### src/hw/rtl/tchfe_pkg.sv
package tchfe_pkg;

  // Fields of one input request
  typedef struct packed {
    logic [7:0] data_byte;
    logic       record_last;
  } in_t;

  // Fields of one result request
  typedef struct packed {
    logic [3:0]  kind;
    logic [31:0] value;
    logic [7:0]  msg_type;
    logic [1:0]  error_code;
    logic        message_end;
  } out_t;

  // Result kinds
  localparam logic [3:0] KIND_HDR     = 4'd0;
  localparam logic [3:0] KIND_VER     = 4'd1;
  localparam logic [3:0] KIND_TS      = 4'd2;
  localparam logic [3:0] KIND_RAND    = 4'd3;
  localparam logic [3:0] KIND_SIDLEN  = 4'd4;
  localparam logic [3:0] KIND_SID     = 4'd5;
  localparam logic [3:0] KIND_SUITE   = 4'd6;
  localparam logic [3:0] KIND_COMP    = 4'd7;
  localparam logic [3:0] KIND_EXT     = 4'd8;
  localparam logic [3:0] KIND_ERR     = 4'd9;

  // Error codes
  localparam logic [1:0] ERR_NONE     = 2'd0;
  localparam logic [1:0] ERR_SHORT    = 2'd1;
  localparam logic [1:0] ERR_SID      = 2'd2;
  localparam logic [1:0] ERR_SUITE    = 2'd3;

  localparam logic [7:0]  HS_CLIENT_HELLO = 8'd1;
  localparam logic [23:0] MIN_HELLO       = 24'd35;
  localparam logic [5:0]  RAND_BYTES      = 6'd28;

  // Result queue geometry
  localparam int unsigned RQ_DEPTH = 4;
  localparam int unsigned RQ_AW    = 2;

  // Parser phase, one-hot
  typedef enum logic [14:0] {
    PH_HDR      = 15'b000000000000001,
    PH_VER      = 15'b000000000000010,
    PH_TS       = 15'b000000000000100,
    PH_RAND     = 15'b000000000001000,
    PH_SIDLEN   = 15'b000000000010000,
    PH_SID      = 15'b000000000100000,
    PH_SUITELEN = 15'b000000001000000,
    PH_SUITES   = 15'b000000010000000,
    PH_COMPLEN  = 15'b000000100000000,
    PH_COMP     = 15'b000001000000000,
    PH_EXTSLEN  = 15'b000010000000000,
    PH_EXTHDR   = 15'b000100000000000,
    PH_EXTBODY  = 15'b001000000000000,
    PH_SKIPMSG  = 15'b010000000000000,
    PH_DRAIN    = 15'b100000000000000
  } phase_t;

  // Parser state
  typedef struct packed {
    phase_t      phase;
    logic [5:0]  fbc;
    logic [23:0] msg_rem;
    logic [15:0] list_rem;
    logic [31:0] acc;
    logic [7:0]  cur_type;
    logic [15:0] skip_rem;
  } state_t;

  localparam state_t ST_RESET = '{
    phase:    PH_HDR,
    fbc:      6'd0,
    msg_rem:  24'd0,
    list_rem: 16'd0,
    acc:      32'd0,
    cur_type: 8'd0,
    skip_rem: 16'd0
  };

  // Up to two results made by one input byte
  typedef struct packed {
    logic [1:0] cnt;
    out_t       r0;
    out_t       r1;
  } step_res_t;

  function automatic out_t mk_res(input logic [3:0] kind, input logic [31:0] value,
                                  input logic [7:0] mtype, input logic [1:0] err,
                                  input logic mend);
    out_t o;
    o.kind        = kind;
    o.value       = value;
    o.msg_type    = mtype;
    o.error_code  = err;
    o.message_end = mend;
    return o;
  endfunction

endpackage

### src/hw/rtl/tchfe_step.sv
module tchfe_step (
  input  tchfe_pkg::state_t    st,
  input  tchfe_pkg::in_t       req,
  output tchfe_pkg::state_t    st_nxt,
  output tchfe_pkg::step_res_t res
);

  // Next parser state and results for one byte
  always_comb begin
    logic [31:0] acc_sh;
    logic [5:0]  fbc_inc;
    logic [23:0] rem;
    logic [15:0] lst_dec;
    logic [15:0] skip_dec;
    logic [1:0]  err;
    tchfe_pkg::out_t eres;

    acc_sh   = {st.acc[23:0], req.data_byte};
    fbc_inc  = st.fbc + 6'd1;
    rem      = st.msg_rem - 24'd1;
    lst_dec  = st.list_rem - 16'd1;
    skip_dec = st.skip_rem - 16'd1;
    err      = tchfe_pkg::ERR_NONE;
    st_nxt   = st;
    res      = '0;

    if (st.phase == tchfe_pkg::PH_HDR) begin
      st_nxt.acc = acc_sh;
      st_nxt.fbc = fbc_inc;
      if (fbc_inc >= 6'd4) begin
        st_nxt.cur_type = acc_sh[31:24];
        st_nxt.msg_rem  = acc_sh[23:0];
        st_nxt.fbc      = 6'd0;
        st_nxt.list_rem = 16'd0;
        st_nxt.acc      = 32'd0;
        st_nxt.skip_rem = 16'd0;
        res.r0 = tchfe_pkg::mk_res(tchfe_pkg::KIND_HDR, {8'd0, acc_sh[23:0]},
                                   acc_sh[31:24], tchfe_pkg::ERR_NONE, 1'b0);
        res.cnt = 2'd1;
        if (acc_sh[31:24] == tchfe_pkg::HS_CLIENT_HELLO &&
            acc_sh[23:0] < tchfe_pkg::MIN_HELLO) begin
          // short hello: header, then error
          res.r1 = tchfe_pkg::mk_res(tchfe_pkg::KIND_ERR, 32'd0, acc_sh[31:24],
                                     tchfe_pkg::ERR_SHORT, 1'b1);
          res.cnt = 2'd2;
          st_nxt.phase = tchfe_pkg::PH_DRAIN;
        end else if (acc_sh[23:0] == 24'd0) begin
          res.r0.message_end = 1'b1;
        end else if (acc_sh[31:24] == tchfe_pkg::HS_CLIENT_HELLO) begin
          st_nxt.phase = tchfe_pkg::PH_VER;
        end else begin
          st_nxt.phase = tchfe_pkg::PH_SKIPMSG;
        end
      end
    end else if (st.phase != tchfe_pkg::PH_DRAIN) begin
      st_nxt.msg_rem = rem;
      // body byte, by phase
      unique case (st.phase)
        tchfe_pkg::PH_VER: begin
          st_nxt.acc = acc_sh;
          st_nxt.fbc = fbc_inc;
          if (fbc_inc >= 6'd2) begin
            res.r0 = tchfe_pkg::mk_res(tchfe_pkg::KIND_VER, {16'd0, acc_sh[15:0]},
                                       st.cur_type, tchfe_pkg::ERR_NONE, 1'b0);
            res.cnt = 2'd1;
            st_nxt.fbc = 6'd0;
            st_nxt.acc = 32'd0;
            st_nxt.phase = tchfe_pkg::PH_TS;
          end
        end
        tchfe_pkg::PH_TS: begin
          st_nxt.acc = acc_sh;
          st_nxt.fbc = fbc_inc;
          if (fbc_inc >= 6'd4) begin
            res.r0 = tchfe_pkg::mk_res(tchfe_pkg::KIND_TS, acc_sh, st.cur_type,
                                       tchfe_pkg::ERR_NONE, 1'b0);
            res.cnt = 2'd1;
            st_nxt.fbc = 6'd0;
            st_nxt.acc = 32'd0;
            st_nxt.phase = tchfe_pkg::PH_RAND;
          end
        end
        tchfe_pkg::PH_RAND: begin
          res.r0 = tchfe_pkg::mk_res(tchfe_pkg::KIND_RAND, {24'd0, req.data_byte},
                                     st.cur_type, tchfe_pkg::ERR_NONE, 1'b0);
          res.cnt = 2'd1;
          st_nxt.fbc = fbc_inc;
          if (fbc_inc >= tchfe_pkg::RAND_BYTES) begin
            st_nxt.fbc = 6'd0;
            st_nxt.phase = tchfe_pkg::PH_SIDLEN;
          end
        end
        tchfe_pkg::PH_SIDLEN: begin
          res.r0 = tchfe_pkg::mk_res(tchfe_pkg::KIND_SIDLEN, {24'd0, req.data_byte},
                                     st.cur_type, tchfe_pkg::ERR_NONE, 1'b0);
          res.cnt = 2'd1;
          if ({16'd0, req.data_byte} > rem) begin
            err = tchfe_pkg::ERR_SID;
          end else begin
            st_nxt.list_rem = {8'd0, req.data_byte};
            st_nxt.phase = (req.data_byte != 8'd0) ? tchfe_pkg::PH_SID
                                                   : tchfe_pkg::PH_SUITELEN;
          end
        end
        tchfe_pkg::PH_SID: begin
          res.r0 = tchfe_pkg::mk_res(tchfe_pkg::KIND_SID, {24'd0, req.data_byte},
                                     st.cur_type, tchfe_pkg::ERR_NONE, 1'b0);
          res.cnt = 2'd1;
          st_nxt.list_rem = lst_dec;
          if (lst_dec == 16'd0) st_nxt.phase = tchfe_pkg::PH_SUITELEN;
        end
        tchfe_pkg::PH_SUITELEN: begin
          st_nxt.acc = acc_sh;
          st_nxt.fbc = fbc_inc;
          if (fbc_inc >= 6'd2) begin
            st_nxt.fbc = 6'd0;
            st_nxt.acc = 32'd0;
            if ({8'd0, acc_sh[15:0]} > rem) begin
              err = tchfe_pkg::ERR_SUITE;
            end else begin
              st_nxt.list_rem = acc_sh[15:0];
              st_nxt.phase = (acc_sh[15:0] != 16'd0) ? tchfe_pkg::PH_SUITES
                                                     : tchfe_pkg::PH_COMPLEN;
            end
          end
        end
        tchfe_pkg::PH_SUITES: begin
          st_nxt.acc = acc_sh;
          st_nxt.fbc = fbc_inc;
          if (fbc_inc >= 6'd2) begin
            res.r0 = tchfe_pkg::mk_res(tchfe_pkg::KIND_SUITE, {16'd0, acc_sh[15:0]},
                                       st.cur_type, tchfe_pkg::ERR_NONE, 1'b0);
            res.cnt = 2'd1;
            st_nxt.fbc = 6'd0;
            st_nxt.acc = 32'd0;
          end
          st_nxt.list_rem = lst_dec;
          // odd trailing byte is dropped here
          if (lst_dec == 16'd0) begin
            st_nxt.fbc = 6'd0;
            st_nxt.acc = 32'd0;
            st_nxt.phase = tchfe_pkg::PH_COMPLEN;
          end
        end
        tchfe_pkg::PH_COMPLEN: begin
          st_nxt.list_rem = {8'd0, req.data_byte};
          st_nxt.phase = (req.data_byte != 8'd0) ? tchfe_pkg::PH_COMP
                                                 : tchfe_pkg::PH_EXTSLEN;
        end
        tchfe_pkg::PH_COMP: begin
          res.r0 = tchfe_pkg::mk_res(tchfe_pkg::KIND_COMP, {24'd0, req.data_byte},
                                     st.cur_type, tchfe_pkg::ERR_NONE, 1'b0);
          res.cnt = 2'd1;
          st_nxt.list_rem = lst_dec;
          if (lst_dec == 16'd0) st_nxt.phase = tchfe_pkg::PH_EXTSLEN;
        end
        tchfe_pkg::PH_EXTSLEN: begin
          st_nxt.fbc = fbc_inc;
          if (fbc_inc >= 6'd2) begin
            st_nxt.fbc = 6'd0;
            st_nxt.phase = tchfe_pkg::PH_EXTHDR;
          end
        end
        tchfe_pkg::PH_EXTHDR: begin
          st_nxt.acc = acc_sh;
          st_nxt.fbc = fbc_inc;
          if (fbc_inc >= 6'd4) begin
            res.r0 = tchfe_pkg::mk_res(tchfe_pkg::KIND_EXT, acc_sh, st.cur_type,
                                       tchfe_pkg::ERR_NONE, 1'b0);
            res.cnt = 2'd1;
            st_nxt.skip_rem = acc_sh[15:0];
            st_nxt.fbc = 6'd0;
            st_nxt.acc = 32'd0;
            st_nxt.phase = (acc_sh[15:0] != 16'd0) ? tchfe_pkg::PH_EXTBODY
                                                   : tchfe_pkg::PH_EXTHDR;
          end
        end
        tchfe_pkg::PH_EXTBODY: begin
          st_nxt.skip_rem = skip_dec;
          if (skip_dec == 16'd0) st_nxt.phase = tchfe_pkg::PH_EXTHDR;
        end
        default: begin
          // skipped message body: nothing but the length count
        end
      endcase

      // message ended before the session id or suite length was complete
      if (err == tchfe_pkg::ERR_NONE && rem == 24'd0 &&
          (st_nxt.phase == tchfe_pkg::PH_SID || st_nxt.phase == tchfe_pkg::PH_SUITELEN))
        err = tchfe_pkg::ERR_SUITE;

      eres = tchfe_pkg::mk_res(tchfe_pkg::KIND_ERR, 32'd0, st.cur_type, err, 1'b1);
      if (err != tchfe_pkg::ERR_NONE) begin
        if (res.cnt == 2'd0) begin
          res.r0 = eres;
          res.cnt = 2'd1;
        end else begin
          res.r1 = eres;
          res.cnt = 2'd2;
        end
        st_nxt.phase    = tchfe_pkg::PH_DRAIN;
        st_nxt.fbc      = 6'd0;
        st_nxt.list_rem = 16'd0;
        st_nxt.acc      = 32'd0;
        st_nxt.skip_rem = 16'd0;
      end else if (rem == 24'd0) begin
        // close the message, with an end marker if the byte gave nothing
        if (res.cnt != 2'd0) begin
          res.r0.message_end = 1'b1;
        end else begin
          res.r0 = tchfe_pkg::mk_res(tchfe_pkg::KIND_HDR, 32'd0, st.cur_type,
                                     tchfe_pkg::ERR_NONE, 1'b1);
          res.cnt = 2'd1;
        end
        st_nxt.phase    = tchfe_pkg::PH_HDR;
        st_nxt.fbc      = 6'd0;
        st_nxt.list_rem = 16'd0;
        st_nxt.acc      = 32'd0;
        st_nxt.skip_rem = 16'd0;
      end
    end

    // end of record restarts the parser
    if (req.record_last) st_nxt = tchfe_pkg::ST_RESET;
  end

endmodule

### src/hw/rtl/tchfe_rq.sv
module tchfe_rq (
  input  logic                 clk,
  input  logic                 rst_n,
  input  logic                 push,
  input  tchfe_pkg::step_res_t res,
  output logic                 no_room,
  output logic                 out_valid,
  input  logic                 out_stall,
  output tchfe_pkg::out_t      out_data
);

  tchfe_pkg::out_t            mem_r [tchfe_pkg::RQ_DEPTH];
  logic [tchfe_pkg::RQ_AW-1:0] wr_r, wr_nxt;
  logic [tchfe_pkg::RQ_AW-1:0] rd_r, rd_nxt;
  logic [tchfe_pkg::RQ_AW:0]   count_r, count_nxt;
  logic [1:0]                  n_push;
  logic                        pop;

  // Pointer and level bookkeeping
  always_comb begin
    n_push    = push ? res.cnt : 2'd0;
    pop       = out_valid && !out_stall;
    wr_nxt    = wr_r + n_push[tchfe_pkg::RQ_AW-1:0];
    rd_nxt    = rd_r + {{(tchfe_pkg::RQ_AW-1){1'b0}}, pop};
    count_nxt = count_r + {1'b0, n_push} - {{tchfe_pkg::RQ_AW{1'b0}}, pop};
  end

  always_ff @(posedge clk) begin
    if (!rst_n) begin
      wr_r    <= '0;
      rd_r    <= '0;
      count_r <= '0;
    end else begin
      wr_r    <= wr_nxt;
      rd_r    <= rd_nxt;
      count_r <= count_nxt;
    end
  end

  // Result storage, up to two writes per cycle
  always_ff @(posedge clk) begin
    if (n_push != 2'd0) mem_r[wr_r] <= res.r0;
    if (n_push == 2'd2) mem_r[wr_r + {{(tchfe_pkg::RQ_AW-1){1'b0}}, 1'b1}] <= res.r1;
  end

  // Room for two more is needed before a byte is taken
  assign no_room   = count_r > 3'd2;
  assign out_valid = count_r != '0;
  assign out_data  = mem_r[rd_r];

  a_level_bound: assert property (@(posedge clk) disable iff (!rst_n)
    count_r <= 3'd4)
    else $error("result queue level above depth");

  a_ptr_level: assert property (@(posedge clk) disable iff (!rst_n)
    wr_r == rd_r + count_r[tchfe_pkg::RQ_AW-1:0])
    else $error("queue pointers disagree with level");

  a_no_overflow: assert property (@(posedge clk) disable iff (!rst_n)
    push |-> count_r <= 3'd2)
    else $error("push into queue without room for two");

endmodule

### src/hw/rtl/tls_client_hello_field_extractor_unit.sv
// Channel | Direction | Handshake             | Payload
// in_     | input     | in_valid / in_stall   | tchfe_pkg::in_t  (data_byte, record_last)
// out_    | output    | out_valid / out_stall | tchfe_pkg::out_t (kind, value, msg_type,
//         |           |                       |   error_code, message_end)
// One byte per cycle while in_stall is low: the parser state updates in the cycle the
// byte is taken, and its zero, one or two results are written into a four-entry result
// queue at that same edge and read out one per cycle while out_stall is low.
// in_stall rises while more than two results wait in the queue; a stalled output
// throttles the input once three results are queued, a free-running one never does.
// Synchronous active-low reset returns the parser to the header phase, empties the queue.
module tls_client_hello_field_extractor_unit (
  input  logic            clk,
  input  logic            rst_n,
  input  logic            in_valid,
  output logic            in_stall,
  input  tchfe_pkg::in_t  in_data,
  output logic            out_valid,
  input  logic            out_stall,
  output tchfe_pkg::out_t out_data
);

  tchfe_pkg::state_t    state_r, state_nxt;
  tchfe_pkg::step_res_t step_res;
  logic                 in_acc;
  logic                 no_room;

  assign in_stall = no_room;
  assign in_acc   = in_valid && !no_room;

  // Per-byte parser logic
  tchfe_step u_step (
    .st     (state_r),
    .req    (in_data),
    .st_nxt (state_nxt),
    .res    (step_res)
  );

  // Parser state register
  always_ff @(posedge clk) begin
    if (!rst_n) begin
      state_r <= tchfe_pkg::ST_RESET;
    end else if (in_acc) begin
      state_r <= state_nxt;
    end
  end

  // Result queue
  tchfe_rq u_rq (
    .clk       (clk),
    .rst_n     (rst_n),
    .push      (in_acc),
    .res       (step_res),
    .no_room   (no_room),
    .out_valid (out_valid),
    .out_stall (out_stall),
    .out_data  (out_data)
  );

  a_last_resets: assert property (@(posedge clk) disable iff (!rst_n)
    in_acc && in_data.record_last |=> state_r.phase == tchfe_pkg::PH_HDR &&
                                      state_r.fbc == 6'd0)
    else $error("parser not back at header after record end");

  a_drain_silent: assert property (@(posedge clk) disable iff (!rst_n)
    state_r.phase == tchfe_pkg::PH_DRAIN |-> step_res.cnt == 2'd0)
    else $error("result produced while draining after an error");

  a_hold_stalled: assert property (@(posedge clk) disable iff (!rst_n)
    in_valid && no_room |=> state_r == $past(state_r))
    else $error("parser state moved on a stalled byte");

endmodule
### config.mk
export PLATFORM = sky130hd
export DESIGN_NAME = tls_client_hello_field_extractor_unit
export DESIGN_NICKNAME = d
export VERILOG_FILES = /design/src/hw/rtl/tchfe_pkg.sv /design/src/hw/rtl/tchfe_step.sv /design/src/hw/rtl/tchfe_rq.sv /design/src/hw/rtl/tls_client_hello_field_extractor_unit.sv
export SDC_FILE = /design/constraint.sdc
export NUM_CORES = 1
export LEC_CHECK = 0
export BUFFER_PORTS_ARGS = -buffer_cell sky130_fd_sc_hd__buf_2
export CORE_MARGIN = 3
export CORE_UTILIZATION = 60
export DETAILED_ROUTE_END_ITERATION = 10
export PLACE_DENSITY = 0.78
export SLEW_MARGIN = 5
export SYNTH_ARGS = -nofsm -noshare
export SYNTH_HDL_FRONTEND = slang
export SYNTH_SLANG_ARGS = --single-unit
### constraint.sdc
create_clock -name clk -period 13.6 [get_ports clk]
set_input_delay 1.36 -clock clk [delete_from_list [all_inputs] [get_ports clk]]
set_output_delay 1.36 -clock clk [all_outputs]
set_load 0.01 [all_outputs]
==> run_results.csv <==
group,metric,value,unit
timing,final.min_clock_period,6.45,ns
critical_path,worst_setup_path_end_kind,"register",
grt,grt_pass1_wl,80.2,mm
critical_path,required,14.01,ns
timing,fin_crit_sh,0.475,
clock_tree,h-tree-depth,2,
cells_and_area,mostFrequentLayoutCells,"nor2_1 (382), dfxtp_1 (250), a21oi_1 (211)",
timing,clock-skew-final,0.0322,ns
clock_tree,cts_buffer_depth,3,
place,dpl.hpwl,33.3,mm
critical_path,crit_buf_inv,2,
job,cap_violations,0,
synthesis,syn_area_per_cell,8.36,um^2
synthesis,yosysWarnings,0,
power_and_ir_drop,p_per_area,123,nW/um^2
critical_path,crit_slowest_cell,"o31ai_1",
timing,tightest_slew,1.28,ns
synthesis,syn_inst,2016,
power_and_ir_drop,p_leak,0.00690,uW
clock_tree,cts.sinks,304,
grt,grt_pass1_vias,14900,
clock_tree,cts_tree,"done",
grt,antenna_found_initial,0,
power_and_ir_drop,vdd_ir_drop_max,0.0000980,V
grt,gr-total-overflow,0,
synthesis,synth-main-ff-cell,"dfxtp_1",
grt,grtUsageTotal,0.325,
drt,remaining_drc_errors,0,
clock_tree,worstSkewPairLatency,0.54,ns
synthesis,async_reset_ff_frac,0,
synthesis,synth-seq-area-share,0.392,
status,outcome,"completed",
critical_path,crit_path_start_kind,"register",
critical_path,worstPathMaxFanout,16,
drt,num_vias,15500,
worst_hold_path,holdCritPathClass,"register to register",
timing,maxSlewHeadroom,0.138,
clock_tree,cts_made_buffers,34,
clock_tree,post_cts_resize_count,0,
synthesis,synth.ff_latch_count,304,
cells_and_area,area_delta_synth_final,9.10,%
worst_hold_path,worstHoldStart,"u_rq.mem_r[2][35]",
floorplan,pin_count,62,
drt,dr.pass1.iters,7,
timing,clock.fmax,155,MHz
critical_path,max_stage_delay,0.63,ns
timing,hold_viol,0,
clock_tree,ctsRootBufferMaster,"clkbuf_16",
floorplan,core.rowCount,60,
place,place_area,17200,um^2
place,io_buffers,61,
synthesis,yosys-top-cells-area,"dfxtp_1 (30%), edfxtp_1 (9.3%), nor2_1 (8.5%)",
synthesis,synth_top_area_cell,"dfxtp_1",
drt,drt_iter0_markers,1611,
synthesis,synth.top_cell.area_share,0.299,
floorplan,design.die.area,30100,um^2
drt,wirelength,50.0,mm
drt,ant_nets,0,
timing,tns,0,ns
drt,via_per_inst,6.49,
grt,grt_start_max_net_pins,95,
clock_tree,clk_pin_slew,0.07,ns
floorplan,die_w,174,um
critical_path,crit_arrival,6.87,ns
place,gp_congestion,0.944,
critical_path,startpoint,"state_r[72]",
floorplan,coreArea,27300,um^2
critical_path,cpMostUsedCell,"ha_1",
floorplan,fp.dieH,174,um
timing,maxSlewViolCount,0,
synthesis,synth_fp_nets,2058,
critical_path,crit_type,"register to register",
critical_path,critPathTopFamily,"simple AND/OR/NAND/NOR gates",
floorplan,start_util,0.618,
clock_tree,ctsHoldBuffers,0,
cells_and_area,layout_commonest_cell,"nor2_1",
synthesis,synth_edf_count,52,
critical_path,r2r_start,"state_r[72]",
cells_and_area,num-nets-final,2027,
synthesis,synth_cell_types,89,
cells_and_area,drive_gt1_frac,0.113,
cells_and_area,fin_area,18400,um^2
critical_path,cp_cell_sequence,"inv_1, ha_1, or4b_1, or3_1, or3_1, xor2_1, ha_1, nand4_1, nor2_1, o2111ai_1, a32o_1, and2_1, o31ai_1, nor3_2, a31o_2, a31oi_4, a21oi_1, nor2_1, ha_1, inv_1, fa_1, xor2_1, xnor2_1, and2_1",
timing,final-setup-viol-count,0,
synthesis,netlist_area,16900,um^2
timing,rsz0062_at_grt,"no",
drt,avgRoutedWirePerCell,21.0,um
cells_and_area,n_antenna_cell,0,
clock_tree,post-cts-setup-buffers,0,
synth_stat cells (5+ instances only):
cell / number
o21ai_1: 11
nor2b_1: 58
a21oi_1: 211
xor2_1: 19
edfxtp_1: 52
a2111oi_0: 10
o21ai_0: 59
a211oi_1: 8
a21boi_0: 25
o21bai_1: 6
o21a_1: 10
nand2b_1: 18
a22oi_2: 5
clkbuf_1: 113
nor4_1: 26
or3_1: 18
o2bb2ai_1: 24
nor3_1: 63
and3_1: 11
inv_1: 17
or4_1: 14
a31oi_1: 8
and2_1: 19
nor2_1: 383
mux4_2: 47
nor3b_1: 6
nand3b_1: 11
o22ai_1: 13
or2_2: 8
a22oi_1: 26
and4_1: 7
buf_1: 11
nand3_1: 40
xnor2_1: 31
dfxtp_1: 252
a22o_1: 24
a21o_1: 15
o31a_1: 6
ha_1: 28
nand2_1: 167
nand4_1: 23
o31ai_1: 11
buf_2: 24
worst paths after layout:
check | depth (start not counted) | to | slack [ns]
setup / recovery | 24 | u_rq.count_r[2] | 7.15
hold / removal | 2 | u_rq.mem_r[2][35] | 0.48
setup reg to reg | 24 | u_rq.count_r[2] | 7.15
hold reg to reg | 2 | u_rq.mem_r[2][35] | 0.48
through the flow:
stage               worst slack [ns]  power [uW]   util  cells  hold slack [ns]
finish                          7.15        2260  0.675   2381            0.484
detailed placement              7.25        1310  0.632   2321            0.470
floorplan                       7.89        1210      -   2016            0.449
global route                    6.83        2340  0.675   2381            0.503
global placement                7.42        1300  0.632   2321            0.459
CTS                             7.23        2270  0.675   2381            0.484
power breakdown:
group          total [uW]  internal, uW  switching [uW]  leakage [uW]
registers             944           924            19.8       0.00253
clock network         972           598             374      0.000571
logic                 346           137             209       0.00379
cells by family after synthesis:
family | count (synthesis) | synth area share
and+or+nand+nor | 901 | 0.254
AOI/OAI and AO/OA | 514 | 0.200
DFF | 304 | 0.392
buffers and inverters | 166 | 0.0390
xor gates and xnor gates | 52 | 0.0283
muxes | 50 | 0.0646
adders and majority gates | 29 | 0.0220
state kept, by name (all words and copies together) (netlist names):
signal,cells
u_rq.mem_r,188
state_r,109
u_rq.count_r,3
u_rq.rd_r,2
u_rq.wr_r,2
final cells by class:
type | count | area [um^2]
fillers | 2234 | 8860
well taps | 372 | 465
multi-input cells | 1546 | 9610
inverters | 17 | 63.8
clock buffers | 50 | 982
clock inverters | 10 | 191
flip-flops and latches | 304 | 6610
repair buffers | 82 | 463
per-layer routing:
layer	GRT usage	share of wire	vias to the layer above
li1	-	-	7190
met1	0.425	0.41	7380
met2	0.532	0.47	728
met3	0.0517	0.081	164
met4	0.147	0.041	0
met5	0	0	-
worst reg2reg max path, stage by stage (launching register included):
cell	delay, ns
dfxtp_1	0.38
inv_1	0.15
ha_1	0.22
or4b_1	0.54
or3_1	0.45
or3_1	0.35
xor2_1	0.17
ha_1	0.29
nand4_1	0.11
nor2_1	0.16
o2111ai_1	0.12
a32o_1	0.25
and2_1	0.19
o31ai_1	0.63
nor3_2	0.20
a31o_2	0.33
a31oi_4	0.48
a21oi_1	0.13
nor2_1	0.17
ha_1	0.17
inv_1	0.05
fa_1	0.38
xor2_1	0.16
xnor2_1	0.12
and2_1	0.15
No activity file was read; power rests on OpenSTA's default activity.
